--- config.mk ---
export PLATFORM = sky130hd
export DESIGN_NAME = tbcp_resolve
export DESIGN_NICKNAME = d
export VERILOG_FILES = /design/src/rtl/tbcp_pkg.sv /design/src/rtl/tbcp_resolve.sv
export SDC_FILE = /design/constraint.sdc
export NUM_CORES = 1
export LEC_CHECK = 0
export BUFFER_PORTS_ARGS = -buffer_cell sky130_fd_sc_hd__buf_2
export CAP_MARGIN = 20
export CELL_PAD_IN_SITES_DETAIL_PLACEMENT = 1
export CELL_PAD_IN_SITES_GLOBAL_PLACEMENT = 2
export CORE_ASPECT_RATIO = 0.8
export CORE_UTILIZATION = 34
export DETAILED_ROUTE_END_ITERATION = 10
export GPL_TIMING_DRIVEN = 0
export PLACE_DENSITY = 0.85
export SLEW_MARGIN = 20
export SYNTH_ARGS = -nofsm -noshare
export SYNTH_HDL_FRONTEND = slang
export SYNTH_SLANG_ARGS = --single-unit
--- constraint.sdc ---
create_clock -name vclk -period 10.8
set_input_delay 2.16 -clock vclk [all_inputs]
set_output_delay 2.16 -clock vclk [all_outputs]
set_load 0.01 [all_outputs]
--- src/rtl/tbcp_pkg.sv ---
// Package for the tile box collision push block: shared types, codes and helpers.
// Used by every module of the block but the RAM; depends on nothing else.
package tbcp_pkg;

    // Fixed-point working width for overlaps and pushes (covers every FRAC_BITS setting).
    localparam int OVL_W = 20;
    localparam int SUM_W = OVL_W + 1;
    localparam int CORNERS = 4;

    typedef logic signed [OVL_W-1:0] t_ovl;
    typedef logic signed [SUM_W-1:0] t_sum;

    // Configuration register indexes.
    localparam logic [0:0] CFG_MAP_WIDTH  = 1'b0;
    localparam logic [0:0] CFG_MAP_HEIGHT = 1'b1;

    // Input operation codes.
    localparam logic OP_WRITE = 1'b0;
    localparam logic OP_QUERY = 1'b1;

    // Corner bits of the blocking mask.
    localparam logic [3:0] M_X1Y1 = 4'b0001;
    localparam logic [3:0] M_X2Y1 = 4'b0010;
    localparam logic [3:0] M_X1Y2 = 4'b0100;
    localparam logic [3:0] M_X2Y2 = 4'b1000;

    // One accepted request as held in the first pipeline stage.
    typedef struct packed {
        logic               op;
        logic [5:0]         tile_col;
        logic [5:0]         tile_row;
        logic [7:0]         tile_code;
        logic signed [15:0] pos_x;
        logic signed [15:0] pos_y;
        logic [11:0]        half_w;
        logic [11:0]        half_h;
    } t_item;

    // Query state carried alongside the tile reads.
    typedef struct packed {
        logic [3:0] oor;
        logic       x_par;
        logic       y_par;
        logic [7:0] code;
        t_ovl       left;
        t_ovl       right;
        t_ovl       bottom;
        t_ovl       top;
    } t_qry;

    // Saturate a working value to a 16-bit signed result.
    function automatic logic signed [15:0] sat16(input t_ovl v);
        logic signed [15:0] r;
        if (v > t_ovl'(32767)) begin
            r = 16'sh7FFF;
        end else if (v < -t_ovl'(32768)) begin
            r = -16'sh8000;
        end else begin
            r = v[15:0];
        end
        return r;
    endfunction

endpackage

--- src/rtl/tbcp_resolve.sv ---
// Resolve stage: blocking mask from the four tile reads and the push-out selection.
// Depends on tbcp_pkg.
module tbcp_resolve (
    input  tbcp_pkg::t_qry     i_qry,
    input  logic [7:0]         i_rdata [4],
    output logic signed [15:0] o_push_x,
    output logic signed [15:0] o_push_y,
    output logic [3:0]         o_mask
);

    logic [1:0] bank;
    tbcp_pkg::t_ovl rx, ry;
    tbcp_pkg::t_sum s_a, s_b;
    tbcp_pkg::t_ovl l, r, bt, tp;

    // Map each corner to the bank holding it and compare with the queried code.
    always_comb begin
        for (int k = 0; k < tbcp_pkg::CORNERS; k++) begin
            bank = {i_qry.y_par ^ k[1], i_qry.x_par ^ k[0]};
            o_mask[k] = i_qry.oor[k] || (i_rdata[bank] == i_qry.code);
        end
    end

    // Push-out vector chosen by the blocking pattern.
    always_comb begin
        l  = i_qry.left;
        r  = i_qry.right;
        bt = i_qry.bottom;
        tp = i_qry.top;
        rx = '0;
        ry = '0;
        s_a = '0;
        s_b = '0;
        case (o_mask)
            tbcp_pkg::M_X1Y1: begin
                if (l < bt) rx = l; else ry = bt;
            end
            tbcp_pkg::M_X2Y1: begin
                if (r < bt) rx = -r; else ry = bt;
            end
            tbcp_pkg::M_X1Y2: begin
                if (l < tp) rx = l; else ry = -tp;
            end
            tbcp_pkg::M_X2Y2: begin
                if (r < tp) rx = -r; else ry = -tp;
            end
            tbcp_pkg::M_X1Y1 | tbcp_pkg::M_X2Y1 | tbcp_pkg::M_X1Y2: begin
                rx = l;
                ry = bt;
            end
            tbcp_pkg::M_X1Y1 | tbcp_pkg::M_X2Y1 | tbcp_pkg::M_X2Y2: begin
                rx = -r;
                ry = bt;
            end
            tbcp_pkg::M_X1Y1 | tbcp_pkg::M_X1Y2 | tbcp_pkg::M_X2Y2: begin
                rx = l;
                ry = -tp;
            end
            tbcp_pkg::M_X2Y1 | tbcp_pkg::M_X1Y2 | tbcp_pkg::M_X2Y2: begin
                rx = -r;
                ry = -tp;
            end
            tbcp_pkg::M_X1Y1 | tbcp_pkg::M_X2Y1: ry = bt;
            tbcp_pkg::M_X1Y2 | tbcp_pkg::M_X2Y2: ry = -tp;
            tbcp_pkg::M_X1Y1 | tbcp_pkg::M_X1Y2: rx = l;
            tbcp_pkg::M_X2Y1 | tbcp_pkg::M_X2Y2: rx = -r;
            // Diagonal pair falling to the right: take the cheaper escape.
            tbcp_pkg::M_X2Y1 | tbcp_pkg::M_X1Y2: begin
                s_a = tbcp_pkg::t_sum'(l) + tbcp_pkg::t_sum'(bt);
                s_b = tbcp_pkg::t_sum'(r) + tbcp_pkg::t_sum'(tp);
                if (s_a < s_b) begin
                    rx = l;
                    ry = bt;
                end else begin
                    rx = -r;
                    ry = -tp;
                end
            end
            // Diagonal pair rising to the right.
            tbcp_pkg::M_X1Y1 | tbcp_pkg::M_X2Y2: begin
                s_a = tbcp_pkg::t_sum'(l) + tbcp_pkg::t_sum'(tp);
                s_b = tbcp_pkg::t_sum'(r) + tbcp_pkg::t_sum'(bt);
                if (s_a < s_b) begin
                    rx = l;
                    ry = -tp;
                end else begin
                    rx = -r;
                    ry = bt;
                end
            end
            default: begin
                rx = '0;
                ry = '0;
            end
        endcase
        o_push_x = tbcp_pkg::sat16(rx);
        o_push_y = tbcp_pkg::sat16(ry);
    end

endmodule

# Yosys cells after proc, flatten, opt, wreduce, memory -nomap -nowiden
# Cells that the tools add are included.
# W data, S select, Z words.
[classes]
bitwise_logic = 6
muxes = 30
n_eq_ne = 18
n_addsub = 6
n_lt_le_gt_ge = 14
reduce_logical = 8
[op_table]
columns = ["op", "count"]
rows = [
  ["$pmux W20 S8", 2],
  ["$mux W20", 12],
  ["$add A20 B20 Y21", 4],
  ["$lt A20 B20 Y1", 4],
  ["$bmux W8 S2", 4],
  ["$mux W16", 4],
  ["$mux W8", 8],
  ["$lt A21 B21 Y1", 2],
  ["$gt A20 B16 Y1 const B", 2],
  ["$lt A20 B16 Y1 const B", 2],
  ["$neg A20 Y20", 2],
  ["$eq A8 B8 Y1", 4],
  ["$eq A4 B4 Y1 const B", 7],
  ["$eq A4 B3 Y1 const B", 4],
  ["$ge A3 B3 Y1 const B", 4],
  ["$not A2 Y3", 4],
  ["$reduce_or A3 Y1", 4],
  ["$eq A4 B2 Y1 const B", 2],
  ["$eq A4 B1 Y1 const B", 1],
  ["$logic_or A1 B1 Y1", 4],
  ["$not A1 Y1", 2],
]
[word_totals]
ff_bits = 0
elab_cells = 82

# Longest topological paths before layout
[logic_depth]
depth_word = 13
mapped_depth = 27
ltp_nobuf = 25

# Worst setup path before layout
# Ideal clock, no wire load.
[synth_path]
path_kind = "input to output"
startpoint = "input port i_qry[0] in the netlist's numbering"
endpoint = "output port o_push_x[10]"
cell_stages = 25
path_slack_ns = 1.474
t_required_ns = 8.640
arrival_time_ns = 7.166
cell_sequence = "ha_1 > inv_1 > fa_1 > o21bai_1 > a21oi_1 > o21bai_1 > a21oi_1 > o31ai_1 > a211oi_1 > or4b_2 > nand3_1 > o221ai_1 > o21ai_0 > o21a_1 > ha_1 > inv_1 > a2111o_1 > o311a_1 > a22o_1 > a211o_2 > buf_6 > a22o_1 > a31o_2 > buf_6 > a21oi_2"
[synth_between]
elab_chain_cells = 7
[synth_lines]
columns = ["item", "line_no", "text"]
rows = [
  ["from (decl)", "tbcp_resolve.sv:4", "input tbcp_pkg::t_qry i_qry,"],
  ["$add A20 B20 Y21, on equally long branches", "tbcp_resolve.sv:81, tbcp_resolve.sv:70", ""],
  ["$lt A21 B21 Y1, on equally long branches", "tbcp_resolve.sv:83, tbcp_resolve.sv:71", ""],
  ["$mux W20, on equally long branches", "tbcp_resolve.sv:83, tbcp_resolve.sv:71", ""],
  ["$pmux W20 S8 (*)", "tbcp_resolve.sv:34", "case (o_mask)"],
  ["$lt A20 B16 Y1", "tbcp_pkg.sv:56", "end else if (v < -t_ovl'(32768)) begin"],
  ["$mux W16", "tbcp_pkg.sv:56", ""],
  ["$mux W16 (*)", "tbcp_pkg.sv:54", "if (v > t_ovl'(32767)) begin"],
  ["to (decl)", "tbcp_resolve.sv:6", "output logic signed [15:0] o_push_x,"],
]
# Mark *: on every way between the ends. The rest lies on a longest branch, timed or not.

# Worst setup path in the final report
[layout_path]
startpoint = "input port i_qry[1] in the netlist's numbering"
endpoint = "output port o_push_x[9]"
# The elaborated chain is that of the path after synthesis.

==> impl_metrics.toml <==
[floorplan]
io-pin-count = 162
die_y_um = 146.7
die_width_um = 182.9
core_area_mm2 = 0.02550
initial_core_util_pct = 34.89
die-area_mm2 = 0.02683
fp-row-count = 52

[cells_and_area]
nFillCells = 3253
design.seq.count = 0
clkbuf_count = 0
seq_area_um2 = 0
layout-drive-gt1-share_pct = 18.09
area_delta_synth_final_pct = 15.24
layout.nets = 1655

[sta]
hold_ws_ns = 4.752
report.final.setup_viol = 0
final.setup.worst_slack_ns = 0.2498
finalCriticalPeriod_ns = 10.55
maxSlewHeadroom_pct = 49.74
drv_slew = 0
hold_viol = 0
fin_crit_sh_pct = 97.69
worst_slew_pin_slew_ns = 0.7517
timing.fmax_mhz = 94.79

[power_and_ir_drop]
leakage_nw = 4.729
swShare_pct = 60.51
switching_power_mw = 0.4626
peakVddDrop_mv = 0.03497
seq_power_share_pct = 0
p_comb_share_pct = 100.0
p_clk_share_pct = 0
intPower_mw = 0.3020
power_mw = 0.7646
power_density_mw_per_mm2 = 74.56

[global_routing]
grt_pass1_wl_mm = 55.83
antenna_found_initial = 2
grt_max_degree = 12
grt_pass1_vias = 9821
grt_usage_pct = 26.75
grt_overflow = 0

[synthesis]
avgSynthCellArea_um2 = 7.684
synthesis.area_mm2 = 0.008899
ys_types = 77
syn-num-nets = 1490
yosys_warnings = 0
synth_cells = 1158
ys_seq_area_share_pct = 0

[setup_path]
cp_slowest_cell = "or4b_2"
end_kind = "output port"
start_kind = "primary input"
worstPathRequired_ns = 8.64
critPathArrivalTime_ns = 8.39
critPathMaxStageDelay_ns = 0.68
critPathMaxFanout = 10
path_buf_inv = 6
critPathTopFamily = "compound AO/OA/AOI/OAI gates"
path_class = "in2out"

[job]
maxCapViolCount = 0

[place]
numPortBuffers = 160
hpwl_mm = 32.17
place_ws_ns = -0.4723
place.gp.congestion = 1.019

[route]
vias = 9613
drc = 0
ant_nets = 0
drt_iter0_markers = 436
drt-vias-per-instance = 5.739
drt_first_pass_iters = 5
wl_mm = 36.97
wl_per_cell_um = 22.07

[outcome]
outcome = "completed"

[hold_path]
hp-class = "in2out"
## power by group through the flow
| stage | Clock, mW | Sequential, mW | Combinational [mW] |
|---|---|---|---|
| 2_1_floorplan | 0 | 0 | 0.483 |
| 3_3_place_gp | 0 | 0 | 0.722 |
| 3_5_place_dp | 0 | 0 | 0.741 |
| 4_1_cts | 0 | 0 | 0.748 |
| 5_1_grt | 0.0000000248 | 0 | 0.839 |
| 6_report | 0.0000000219 | 0 | 0.765 |
## repair_timing
action                                 CTS  global route
pin swaps                                0             2
setup endpoints to repair               30            30
setup buffers                            1             2
hold buffers                             0             0
endpoints found under the hold margin    0             0
gates resized for setup                  5            17
## cell usage after synthesis (all sizes together) (18+ instances only)
cell / count / share of area (%)
nor3: 36 / 2.0
nor2: 79 / 3.3
xnor2: 73 / 7.2
a22oi: 29 / 2.5
ha: 202 / 28
mux4: 18 / 4.6
nand2: 39 / 1.6
o21ai: 52 / 2.9
o21bai: 23 / 1.9
mux2i: 30 / 3.4
nand3: 22 / 1.2
a21oi: 107 / 6.4
inv: 112 / 4.7
a21o: 19 / 1.6
xor2: 51 / 5.0
nor2b: 24 / 1.7
## layer usage
layer  global-route usage, %  wire [µm]  vias up
met5                       0          0        -
met4                   5.917        876        0
met1                   38.71      17990     4676
met2                   42.04      15830      287
met3                   3.322       2274       51
li1                        -          -     4599
## cell families after synthesis
family / share of synthesized area (%)
muxes: 7.930
and+or+nand+nor: 16.27
adders and majority gates: 29.30
buffers and inverters: 7.143
AOI/OAI and AO/OA: 27.15
xor gates and xnor gates: 12.20
## layout make-up
type	count	area, µm²	share of cell area [%]
diodes	3	7.507	0.07321
plain buffers	30	217.7	2.123
multi-input cells	1016	8341	81.33
inverters	112	424.2	4.136
repair buffers	163	825.8	8.053
well taps	351	439.2	4.283
## through the flow
step | utilization (%) | setup TNS (ns) | area (µm²) | std cells
after global placement | 39.75 | -9.019 | 10140 | 1669
after CTS | 39.85 | 0 | 10160 | 1670
after floorplan | - | 0 | 8899 | 1158
after global routing | 40.20 | -0.04231 | 10250 | 1674
after detailed placement | 39.75 | -6.942 | 10140 | 1669
final | 40.21 | 0 | 10250 | 1675
## path summary, 6_finish.rpt
check / start / to / slack [ns] / cells past startpoint
max: i_qry[1] / o_push_x[9] / 0.25 / 26
min: i_qry[90] / o_mask[0] / 4.75 / 4
## placed cells by master, fill, tap and decap left out, types with 8 or more instances in the layout
cell	instances
ha_1	202
buf_2	161
inv_1	111
a21oi_1	95
nor2_1	79
xnor2_1	73
xor2_1	51
o21ai_0	45
nand2_1	38
nor3_1	35
mux2i_1	30
a22oi_1	27
nor2b_1	24
o21bai_1	23
nand3_1	22
a21o_1	19
mux4_2	18
nand2b_1	17
a31oi_1	15
nor4_1	14
nand4_1	14
or3_1	12
clkbuf_1	12
o211ai_1	12
a21oi_2	12
a211oi_1	9
buf_6	8
## worst min-delay path, cell delays in order
cell     delay (ns)
buf_2          0.09
a41oi_2        0.07
inv_1          0.12
buf_2          0.15
No activity file was read; power rests on OpenSTA's default activity.
