**config.mk**
```make
export PLATFORM = sky130hd
export DESIGN_NAME = tbcp_front
export DESIGN_NICKNAME = d
export VERILOG_FILES = /design/src/rtl/tbcp_pkg.sv /design/src/rtl/tbcp_front.sv
export SDC_FILE = /design/constraint.sdc
export NUM_CORES = 1
export LEC_CHECK = 0
export ABC_AREA = 1
export BUFFER_PORTS_ARGS = -buffer_cell sky130_fd_sc_hd__buf_2
export CAP_MARGIN = 10
export CORE_MARGIN = 4
export CORE_UTILIZATION = 57
export DETAILED_ROUTE_END_ITERATION = 16
export PLACE_DENSITY = 0.85
export SYNTH_ARGS = -nofsm -noshare
export SYNTH_HDL_FRONTEND = slang
export SYNTH_SLANG_ARGS = --single-unit
```
**constraint.sdc**
```tcl
create_clock -name vclk -period 8
set_input_delay 1.6 -clock vclk [all_inputs]
set_output_delay 1.6 -clock vclk [all_outputs]
set_load 0.03 [all_outputs]
```
**src/rtl/tbcp_pkg.sv**
```systemverilog
// Package for the tile box collision push block: shared types, codes and helpers.
// Used by every module of the block but the RAM; depends on nothing else.
package tbcp_pkg;

    // Fixed-point working width for overlaps and pushes (covers every FRAC_BITS setting).
    localparam int OVL_W = 20;
    localparam int SUM_W = OVL_W + 1;
    localparam int CORNERS = 4;

    typedef logic signed [OVL_W-1:0] t_ovl;
    typedef logic signed [SUM_W-1:0] t_sum;

    // Configuration register indexes.
    localparam logic [0:0] CFG_MAP_WIDTH  = 1'b0;
    localparam logic [0:0] CFG_MAP_HEIGHT = 1'b1;

    // Input operation codes.
    localparam logic OP_WRITE = 1'b0;
    localparam logic OP_QUERY = 1'b1;

    // Corner bits of the blocking mask.
    localparam logic [3:0] M_X1Y1 = 4'b0001;
    localparam logic [3:0] M_X2Y1 = 4'b0010;
    localparam logic [3:0] M_X1Y2 = 4'b0100;
    localparam logic [3:0] M_X2Y2 = 4'b1000;

    // One accepted request as held in the first pipeline stage.
    typedef struct packed {
        logic               op;
        logic [5:0]         tile_col;
        logic [5:0]         tile_row;
        logic [7:0]         tile_code;
        logic signed [15:0] pos_x;
        logic signed [15:0] pos_y;
        logic [11:0]        half_w;
        logic [11:0]        half_h;
    } t_item;

    // Query state carried alongside the tile reads.
    typedef struct packed {
        logic [3:0] oor;
        logic       x_par;
        logic       y_par;
        logic [7:0] code;
        t_ovl       left;
        t_ovl       right;
        t_ovl       bottom;
        t_ovl       top;
    } t_qry;

    // Saturate a working value to a 16-bit signed result.
    function automatic logic signed [15:0] sat16(input t_ovl v);
        logic signed [15:0] r;
        if (v > t_ovl'(32767)) begin
            r = 16'sh7FFF;
        end else if (v < -t_ovl'(32768)) begin
            r = -16'sh8000;
        end else begin
            r = v[15:0];
        end
        return r;
    endfunction

endpackage

```
**src/rtl/tbcp_front.sv**
```systemverilog
// Front stage: cell rounding, overlaps, bounds checks and bank addresses for one request.
// Depends on tbcp_pkg.
module tbcp_front #(
    parameter int MAX_COLS  = 64,
    parameter int MAX_ROWS  = 64,
    parameter int FRAC_BITS = 8,
    parameter int AW        = 10
) (
    input  tbcp_pkg::t_item i_item,
    input  logic [6:0]      i_w_eff,
    input  logic [6:0]      i_h_eff,
    output tbcp_pkg::t_qry  o_qry,
    output logic [AW-1:0]   o_addr [4],
    output logic [3:0]      o_wr_bank
);

    localparam int HALF_COLS = (MAX_COLS + 1) / 2;
    localparam int CW = 18 - FRAC_BITS;
    localparam logic signed [17:0] ONE18  = 18'sd1 <<< FRAC_BITS;
    localparam logic signed [17:0] HALF18 = 18'sd1 <<< (FRAC_BITS - 1);
    localparam tbcp_pkg::t_ovl ONE_FX  = tbcp_pkg::t_ovl'(1) <<< FRAC_BITS;
    localparam tbcp_pkg::t_ovl HALF_FX = tbcp_pkg::t_ovl'(1) <<< (FRAC_BITS - 1);

    logic signed [17:0] px18, py18, tx, ty;
    logic signed [CW-1:0] cx [2];
    logic signed [CW-1:0] cy [2];
    tbcp_pkg::t_ovl x1f, y1f, pxe, pye, hwe, hhe, we_e, he_e, lv, rv, bv, tv;
    tbcp_pkg::t_ovl ccx, ccy;
    logic signed [CW-1:0] colsel, rowsel;
    logic [AW-1:0] waddr;
    logic col_ok, row_ok;
    logic [3:0] oor;

    // Round the box centre minus one half to a cell, halves away from zero.
    always_comb begin
        px18 = 18'(i_item.pos_x);
        py18 = 18'(i_item.pos_y);
        tx = ONE18 - px18;
        ty = ONE18 - py18;
        cx[0] = (px18 < HALF18) ? CW'(-(tx >>> FRAC_BITS)) : CW'(px18 >>> FRAC_BITS);
        cy[0] = (py18 < HALF18) ? CW'(-(ty >>> FRAC_BITS)) : CW'(py18 >>> FRAC_BITS);
        cx[1] = cx[0] + CW'(1);
        cy[1] = cy[0] + CW'(1);
    end

    // Overlaps of the box with the cell centres, clamped at zero.
    always_comb begin
        x1f = tbcp_pkg::t_ovl'(cx[0]) <<< FRAC_BITS;
        y1f = tbcp_pkg::t_ovl'(cy[0]) <<< FRAC_BITS;
        pxe = tbcp_pkg::t_ovl'(i_item.pos_x);
        pye = tbcp_pkg::t_ovl'(i_item.pos_y);
        hwe = tbcp_pkg::t_ovl'(i_item.half_w);
        hhe = tbcp_pkg::t_ovl'(i_item.half_h);
        lv = x1f + HALF_FX - pxe + hwe;
        rv = pxe + hwe - x1f - ONE_FX + HALF_FX;
        bv = y1f + HALF_FX - pye + hhe;
        tv = pye + hhe - y1f - ONE_FX + HALF_FX;
        o_qry.oor    = oor;
        o_qry.left   = (lv < 0) ? '0 : lv;
        o_qry.right  = (rv < 0) ? '0 : rv;
        o_qry.bottom = (bv < 0) ? '0 : bv;
        o_qry.top    = (tv < 0) ? '0 : tv;
        o_qry.code   = i_item.tile_code;
        o_qry.x_par  = cx[0][0];
        o_qry.y_par  = cy[0][0];
    end

    // A corner outside the map in use counts as blocking.
    always_comb begin
        we_e = tbcp_pkg::t_ovl'(i_w_eff);
        he_e = tbcp_pkg::t_ovl'(i_h_eff);
        for (int k = 0; k < tbcp_pkg::CORNERS; k++) begin
            ccx = tbcp_pkg::t_ovl'(cx[k % 2]);
            ccy = tbcp_pkg::t_ovl'(cy[k / 2]);
            oor[k] = (ccx < 0) || (ccy < 0) || (ccx >= we_e) || (ccy >= he_e);
        end
    end

    // Write address and bank select; the parity of column and row picks the bank.
    always_comb begin
        col_ok = (int'(i_item.tile_col) < MAX_COLS);
        row_ok = (int'(i_item.tile_row) < MAX_ROWS);
        waddr = AW'((int'(i_item.tile_row) >> 1) * HALF_COLS + (int'(i_item.tile_col) >> 1));
        for (int b = 0; b < tbcp_pkg::CORNERS; b++) begin
            o_wr_bank[b] = (i_item.op == tbcp_pkg::OP_WRITE) && col_ok && row_ok &&
                           (i_item.tile_col[0] == b[0]) && (i_item.tile_row[0] == b[1]);
        end
    end

    // Query address per bank: the corner column and row whose parity match the bank.
    always_comb begin
        for (int b = 0; b < tbcp_pkg::CORNERS; b++) begin
            colsel = (cx[0][0] == b[0]) ? cx[0] : cx[1];
            rowsel = (cy[0][0] == b[1]) ? cy[0] : cy[1];
            if (i_item.op == tbcp_pkg::OP_QUERY) begin
                o_addr[b] = AW'(int'(tbcp_pkg::t_ovl'(rowsel) >>> 1) * HALF_COLS
                                + int'(tbcp_pkg::t_ovl'(colsel) >>> 1));
            end else begin
                o_addr[b] = waddr;
            end
        end
    end

endmodule

```
Word-level counts from Yosys, hierarchy flattened
Index checks and enable logic that the tools add are counted.
{ "word_totals": {"reg_bits": 0, "inputBits": 91, "output_inout_bits": 138, "wordCells": 74} }
{ "classes": {"n_addsub": 25, "n_lt_le_gt_ge": 14, "n_mux": 14, "n_bitwise": 3, "n_reduce_logical": 18} }
{ "op_table": {"columns": ["op", "count"], "rows": [
  ["20-bit by 1-bit < comparator with 1-bit output, second input constant", 4],
  ["10-bit two-way mux", 8],
  ["20-bit two-way mux", 4],
  ["10-bit by 9-bit adder with 10-bit output", 4],
  ["20-bit by 13-bit adder with 20-bit output", 2],
  ["20-bit by 9-bit adder with 20-bit output, second input constant", 2],
  ["10-bit by 8-bit greater-or-equal comparator with 1-bit output", 4],
  ["10-bit by 1-bit < comparator with 1-bit output, second input constant", 4],
  ["19-bit by 10-bit subtractor with 20-bit output, second input constant", 2],
  ["19-bit by 16-bit subtractor with 20-bit output", 2],
  ["18-bit by 9-bit adder with 19-bit output, second input constant", 2],
  ["17-bit by 18-bit subtractor with 19-bit output", 2],
  ["16-bit by 13-bit adder with 17-bit output", 2],
  ["10-bit by 16-bit subtractor with 17-bit output, first input constant", 2],
  ["16-bit by 9-bit < comparator with 1-bit output, second input constant", 2],
  ["10-bit by 2-bit adder with 10-bit output, second input constant", 2],
  ["9-bit negator with 10-bit output", 2],
  ["1-bit logical OR", 12],
  ["6-bit two-way mux", 2],
  ["10-bit by 5-bit adder with 10-bit output", 1],
  ["1-bit logical AND", 6],
  ["1-bit inverter", 3]
]} }

Depth between registers and ports, before layout
Gate-level depths: netlist of run 1.
{ "logic_depth": {"word_depth": 8, "depth_mapped": 27} }

Worst setup path after synthesis of run 1
No wires, ideal clock.
{ "synth_path": {"path_kind": "input -> output", "startpoint": "in i_item[28] in the netlist's numbering", "endpoint": "out o_qry[17] in the netlist's numbering", "t_arrival_ps": 5495, "required_time_ps": 6400, "slack_ps": 905, "path_stages": 24, "path_cell_list": "nor2_1 > nand2_1 > nor2_1 > nand3_1 > inv_2 > nor2_1 > ha_1 > nand3b_1 > nand2_2 > a21boi_4 > ha_1 > fa_1 > inv_1 > ha_1 > nand2_1 > nor2_1 > nand2_1 > o211ai_1 > a31oi_1 > o21ai_0 > a21boi_0 > o21ai_0 > xor2_1 > nor2_1"} }
{ "synth_lines": {"columns": ["element", "line", "source"], "rows": [
  ["start, declared", "tbcp_front.sv:9", "input tbcp_pkg::t_item i_item,"],
  ["end, declared", "tbcp_front.sv:12", "output tbcp_pkg::t_qry o_qry,"]
]} }

==> reports/metrics.cfg, run 1 <==
[route]
via_per_inst=5.41
routedWlPerCell_um=14.1
vias=9473
wl_um=24700
final_antenna_net_count=0
route.detailed.drc=0
drtIter0Drc=465
dr.pass1.iters=5

[placement]
place_hpwl_um=22000
gp_congestion=0.988
dpl.cell_count=1751
place_area_mm2=0.00997
place.port_buffers=209

[global_routing]
antenna_found_initial=0
grt_pass1_wl_um=40300
grt_start_max_net_pins=26
grt.overflow.total=0
grt.total_usage_pct=26.5
grt_pass1_vias=9094

[synth]
ys_types=52
syn_area_per_cell_um2=6.43
synth_most_common_cell=nand2_1
yosysTopAreaCell=ha_1
yosys-top-cells-count=234 x nand2_1, 222 x inv_1, 207 x ha_1
synth_area_leaders=ha_1 29%, nand2_1 9.9%, inv_1 9.4%
ys_warn_count=0
syn_area_mm2=0.00886
yosys.area.top_type_share_pct=29.2
ys_seq_area_share_pct=0
syn-instance-count=1379

[worst_setup_path]
startpoint=i_item[40]
endpoint_kind=primary output
cp-start-kind=primary input
worst-endpoint-arrival_ns=6.04
required_ns=6.40
worstPathMaxFanout=8
critPathKind=primary input to primary output

[min_path]
hp-class=primary input to primary output
min-delay-start=i_item[59]
hold_end=o_qry[83]
hold_path_depth=0

[sta]
setup_viol=0
hold_violations=0
tns_ns=0
rsz0062_at_grt=no
drv_slew=0
max_slew.worst_pin.slew_ns=0.724
max_freq_mhz=131
min_period_ns=7.64
finalCritPeriodShare_pct=95.5
slew_headroom_pct=51.2

[pwr]
p_leak_uw=0.00579
powerDensity_mw_per_mm2=161
ir_worst_vdd_mv=0.153

[cells_and_area]
nClkBuffers=0
final_cells=1751
nets=1887
fillers=1427
drive_gt1_share_pct=20.3
final_cell_area_mm2=0.00997
n_antenna_cell=0
postLayoutCoreUtil_pct=65.6
area_delta_synth_final_pct=12.5
seq_area_um2=0
layout.sequential_cells=0

[die]
dieWidth_um=133
core_area_mm2=0.0152
rows=45
ioPinCount=229
start_util_pct=58.3
die_y_um=133
die_area_mm2=0.0176

[run_status]
status=complete, no violations

[clock_tree]
post_cts_buffers=0

[run]
max-cap-violations=0

[cell usage in the layout, fill, tap and decap left out, drive strengths merged, types with 6 or more instances in the layout]
| cell type | count |
|---|---|
| o211ai | 10 |
| nand2 | 262 |
| xor2 | 46 |
| nand3 | 80 |
| a21oi | 95 |
| nor2 | 161 |
| o21ai | 76 |
| a21o | 11 |
| a31oi | 12 |
| nand4 | 16 |
| o21a | 9 |
| nor3 | 21 |
| xnor2 | 29 |
| a21boi | 6 |
| buf | 213 |
| nor3b | 7 |
| fa | 24 |
| ha | 207 |
| inv | 250 |
[where the power goes]
part	internal, µW	switching (µW)
Clock	0	0
Sequential	0	0
Combinational	536	1070
Total	536	1070
[logic make-up after synthesis]
group,count (synthesis),synth area share [%]
AO/OA/AOI/OAI,232,15.2
buffers and inverters,284,13.2
AND/OR/NAND/NOR,556,29.2
adder cells (fa/ha/maj),231,34.7
other,1,0.0423
XOR/XNOR,75,7.67
[cell type report]
cell class                      instances  area [µm²]  area share (%)
Multi-Input combinational cell       1098        7700            77.3
Inverter                              252         951            9.54
Tap cell                              188         235            2.36
Timing Repair Buffer                  213        1080            10.8
[through the flow]
step | power, µW | setup WS, ns | hold WS, ns
after CTS | 1600 | 0.396 | 3.20
after floorplan | 1200 | 0.905 | 3.31
final | 1600 | 0.360 | 3.20
after detailed placement | 1590 | 0.410 | 3.20
after global placement | 1570 | 0.527 | 3.20
after global routing | 1760 | 0.0240 | 3.20
[worst max-delay path, stage by stage]
cell and delay [ns]:
buf_2 0.15, nor2_2 0.12, nand2_2 0.09, inv_1 0.08, nand2_1 0.06, nand2_2 0.12
xor2_1 0.18, ha_1 0.21, nand3_2 0.13, nand3_2 0.12, nand2_4 0.10, ha_1 0.31
fa_1 0.53, inv_1 0.05, ha_1 0.34, nand2_1 0.11, nor2_1 0.07, nand2_1 0.07
o211ai_1 0.11, a31oi_1 0.27, o21ai_0 0.19, a21boi_0 0.35, o21ai_0 0.16, xor2_1 0.16
nor2_1 0.14, buf_2 0.22
[layer usage]
layer  track usage [%]  wire length [µm]  vias up
li1                  -                 -     4850
met1              33.9             10800     4282
met2              48.2             11900      291
met3              1.90              1390       50
met4              6.58               585        0
met5                 0                 0        -
[timing repair]
item / 4_1_cts / 5_1_grt
resized for setup: 0 / 1
hold buffers: 0 / 0
endpoints found under the setup margin: 0 / 1
[worst max-delay path by stage]
stage / slack [ns] / end / depth (start not counted)
6_report: 0.36 / o_qry[57] / 26
5_1_grt: 0.02 / o_qry[17] / 27
4_1_cts: 0.40 / o_qry[17] / 24
3_5_place_dp: 0.41 / o_qry[17] / 24
3_3_place_gp: 0.53 / o_qry[17] / 27
2_1_floorplan: 0.90 / o_qry[17] / 24
Power figures use the tool's default switching activity.
==> run 2: changes to the inputs <==
--- a/config.mk
+++ b/config.mk
@@ -5,11 +5,11 @@
 export SDC_FILE = /design/constraint.sdc
 export NUM_CORES = 1
 export LEC_CHECK = 0
-export ABC_AREA = 1
 export BUFFER_PORTS_ARGS = -buffer_cell sky130_fd_sc_hd__buf_2
 export CAP_MARGIN = 10
+export CORE_ASPECT_RATIO = 0.5
 export CORE_MARGIN = 4
-export CORE_UTILIZATION = 57
+export CORE_UTILIZATION = 56
 export DETAILED_ROUTE_END_ITERATION = 16
 export PLACE_DENSITY = 0.85
 export SYNTH_ARGS = -nofsm -noshare
==> run 2 against run 1 <==
Compared with the run above: synthesized cell count decreased by 16%; count of clock-buffer cells in the layout unchanged; critical path type unchanged; combinational power rose by 4%; highest routed layer is now met5.
==> reports/metrics.cfg, run 2 <==
[worst_setup_path]
cp_cell_sequence=buf_2, nor4_4, nand3_1, nor2b_1, ha_2, or4_4, mux2i_4, xnor2_2, inv_2, ha_1, inv_1, ha_1, ha_1, or3_1, a211o_1, nand3_1, nand3_2, or4_1, and4_4, buf_12, a221oi_2, buf_4
worstPathMaxFanout=10  ; +2
endpoint_kind=primary output
worst-endpoint-arrival_ns=6.28  ; +0.24 ns
critPathKind=primary input to primary output
slowest_stage=or4_4
cp-start-kind=primary input
required_ns=6.40  ; about the same
endpoint=o_qry[5]
crit_path_max_incr_delay_ns=0.51  ; -0.02 ns
startpoint=i_item[25]
cp_common_cell=ha_1

[synth]
syn-instance-count=1157  ; -16%
ys_seq_area_share_pct=0  ; unchanged
ys_warn_count=0  ; unchanged
ys_types=66  ; +27%
yosys-top-cells-count=207 x ha_1, 189 x inv_1, 114 x nor2_1
synth_area_leaders=ha_1 31%, inv_1 8.5%, xnor2_1 6.2%
syn_area_mm2=0.00833  ; -6.0%
yosysTopAreaCell=ha_1
synth_most_common_cell=ha_1
yosys.area.top_type_share_pct=31.1  ; +1.9 points
syn_area_per_cell_um2=7.20  ; +12%

[run_status]
status=complete, no violations

[clock_tree]
hold_buffers=0  ; unchanged

[cells_and_area]
final_cell_mix=204 x buf_2, 201 x ha_1, 188 x inv_1
n_antenna_cell=0  ; unchanged
layout_commonest_cell=buf_2
nClkBuffers=0  ; unchanged
layout.sequential_cells=0  ; unchanged
area_delta_synth_final_pct=23.3
seq_area_um2=0  ; unchanged
postLayoutCoreUtil_pct=70.8  ; +5.2 points
nets=1714  ; -9.2%
drive_gt1_share_pct=25.5  ; +5.2 points

[route]
via_per_inst=5.62  ; +3.8%
vias=8919  ; -5.8%
drtIter0Drc=539  ; +16%
route.detailed.drc=0  ; unchanged
wl_um=24300  ; -1.6%
dr.pass1.iters=5  ; unchanged
final_antenna_net_count=0  ; unchanged
routedWlPerCell_um=15.3  ; +8.5%

[die]
dieWidth_um=180  ; +36%
core_area_mm2=0.0145  ; -4.6%
ioPinCount=229  ; unchanged
start_util_pct=57.4  ; -0.88 points
die_y_um=94.2  ; -29%
rows=31  ; -31%
die_area_mm2=0.0170  ; -3.4%

[sta]
setup_viol=0  ; unchanged
rsz0062_at_grt=yes
finalCritPeriodShare_pct=98.4  ; +2.9 points
slew_headroom_pct=49.2  ; -2.0 points
hold_violations=0  ; unchanged
drv_slew=0  ; unchanged
max_slew.worst_pin.slew_ns=0.752  ; +0.0282 ns
tns_ns=0  ; unchanged
min_period_ns=7.88  ; +0.235 ns
max_freq_mhz=127  ; -3.0%
fin_hold_ws_ns=3.20  ; -0.0000300 ns

[global_routing]
grt.overflow.total=0  ; unchanged
grt_pass1_wl_um=39400  ; -2.1%
grt_start_max_net_pins=30  ; +15%
antenna_found_initial=1  ; +1
grt.total_usage_pct=26.8  ; +0.27 points
grt_pass1_vias=8915  ; -2.0%

[run]
max-cap-violations=0  ; unchanged

[pwr]
p_leak_uw=0.00563  ; -2.7%
powerDensity_mw_per_mm2=162  ; +0.84%
ir_worst_vdd_mv=0.180  ; +18%
p_total_uw=1670  ; +3.9%

[min_path]
hp-class=primary input to primary output

[placement]
place_hpwl_um=20800  ; -5.7%
place.port_buffers=209  ; unchanged
gp_congestion=0.951  ; -3.8%

## run 2: cell types whose count changed after synthesis, sizes merged, moves of 11 or more
| cell | before | now |
|---|---|---|
| nand2 | 262 | 76 |
| inv | 250 | 189 |
| nand3 | 80 | 31 |
| nor2 | 161 | 114 |
| o21ai | 76 | 39 |
| xnor2 | 29 | 60 |
| a21o | 11 | 31 |
| a21oi | 95 | 76 |
| nand2b | 0 | 18 |
| xor2 | 46 | 30 |
| nor4 | 0 | 15 |
| nor2b | 0 | 14 |
| and3 | 0 | 12 |
| nor3 | 21 | 32 |
## run 2: worst max-delay path, delay by kind of cell
kind,cells,cell delay [ns]
buffers and inverters,5,0.59
adder cells (fa/ha/maj),4,1.02
multiplexers,1,0.17
AO/OA/AOI/OAI,2,0.46
XOR/XNOR,1,0.15
AND/OR/NAND/NOR,9,2.29
## run 2: metal layers
metal	wire length [µm]	track usage [%]
met1	9910	30.3
met2	12100	52.9
met3	1610	3.40
met4	626	7.86
met5	13	0
## run 2: power breakdown
group | internal, µW | total (µW) | leakage [µW] | switching [µW]
Clock | 0 | 0 | 0 | 0
Combinational | 629 | 1670 | 0.00563 | 1040
Sequential | 0 | 0 | 0 | 0
## run 2: cell type report
type,count,area [µm²]
multi-input cells,936,7760
inverters,189,709
fillers,1173,4240
repair buffers,265,1550
well taps,198,248
## run 2: how the worst min path moves through the flow
stage	startpoint	cells past startpoint	end	slack, ns
after floorplan	i_item[70]	1	o_wr_bank[0]	3.31
after global placement	i_item[59]	0	o_qry[83]	3.20
after detailed placement	i_item[59]	0	o_qry[83]	3.20
after CTS	i_item[59]	0	o_qry[83]	3.20
after global routing	i_item[61]	0	o_qry[85]	3.20
final	i_item[57]	0	o_qry[81]	3.20
## run 2: stage by stage
| step | worst slack (ns) | area [µm²] | cells |
|---|---|---|---|
| floorplan | -0.0986 | 8520 | 1160 |
| global route | -0.0779 | 10300 | 1588 |
| global placement | 0.0741 | 9940 | 1574 |
| CTS | 0.00993 | 9970 | 1575 |
| finish | 0.124 | 10300 | 1588 |
| detailed placement | -0.127 | 9940 | 1574 |
## run 2: repair_timing
item / 4_1_cts / 5_1_grt
resized for setup: 3 / 40
gates cloned: 0 / 2
buffers inserted: 1 / 11
setup endpoints to repair: 19 / 74
pin swaps: 1 / 18
## run 2: cells by family after synthesis
| family | Yosys count | synth area share (%) |
|---|---|---|
| AO/OA/AOI/OAI | 241 | 19.1 |
| other | 1 | 0.0450 |
| multiplexers | 10 | 1.28 |
| adder cells (fa/ha/maj) | 231 | 36.9 |
| XOR/XNOR | 91 | 9.83 |
| AND/OR/NAND/NOR | 358 | 21.6 |
| buffers and inverters | 225 | 11.3 |
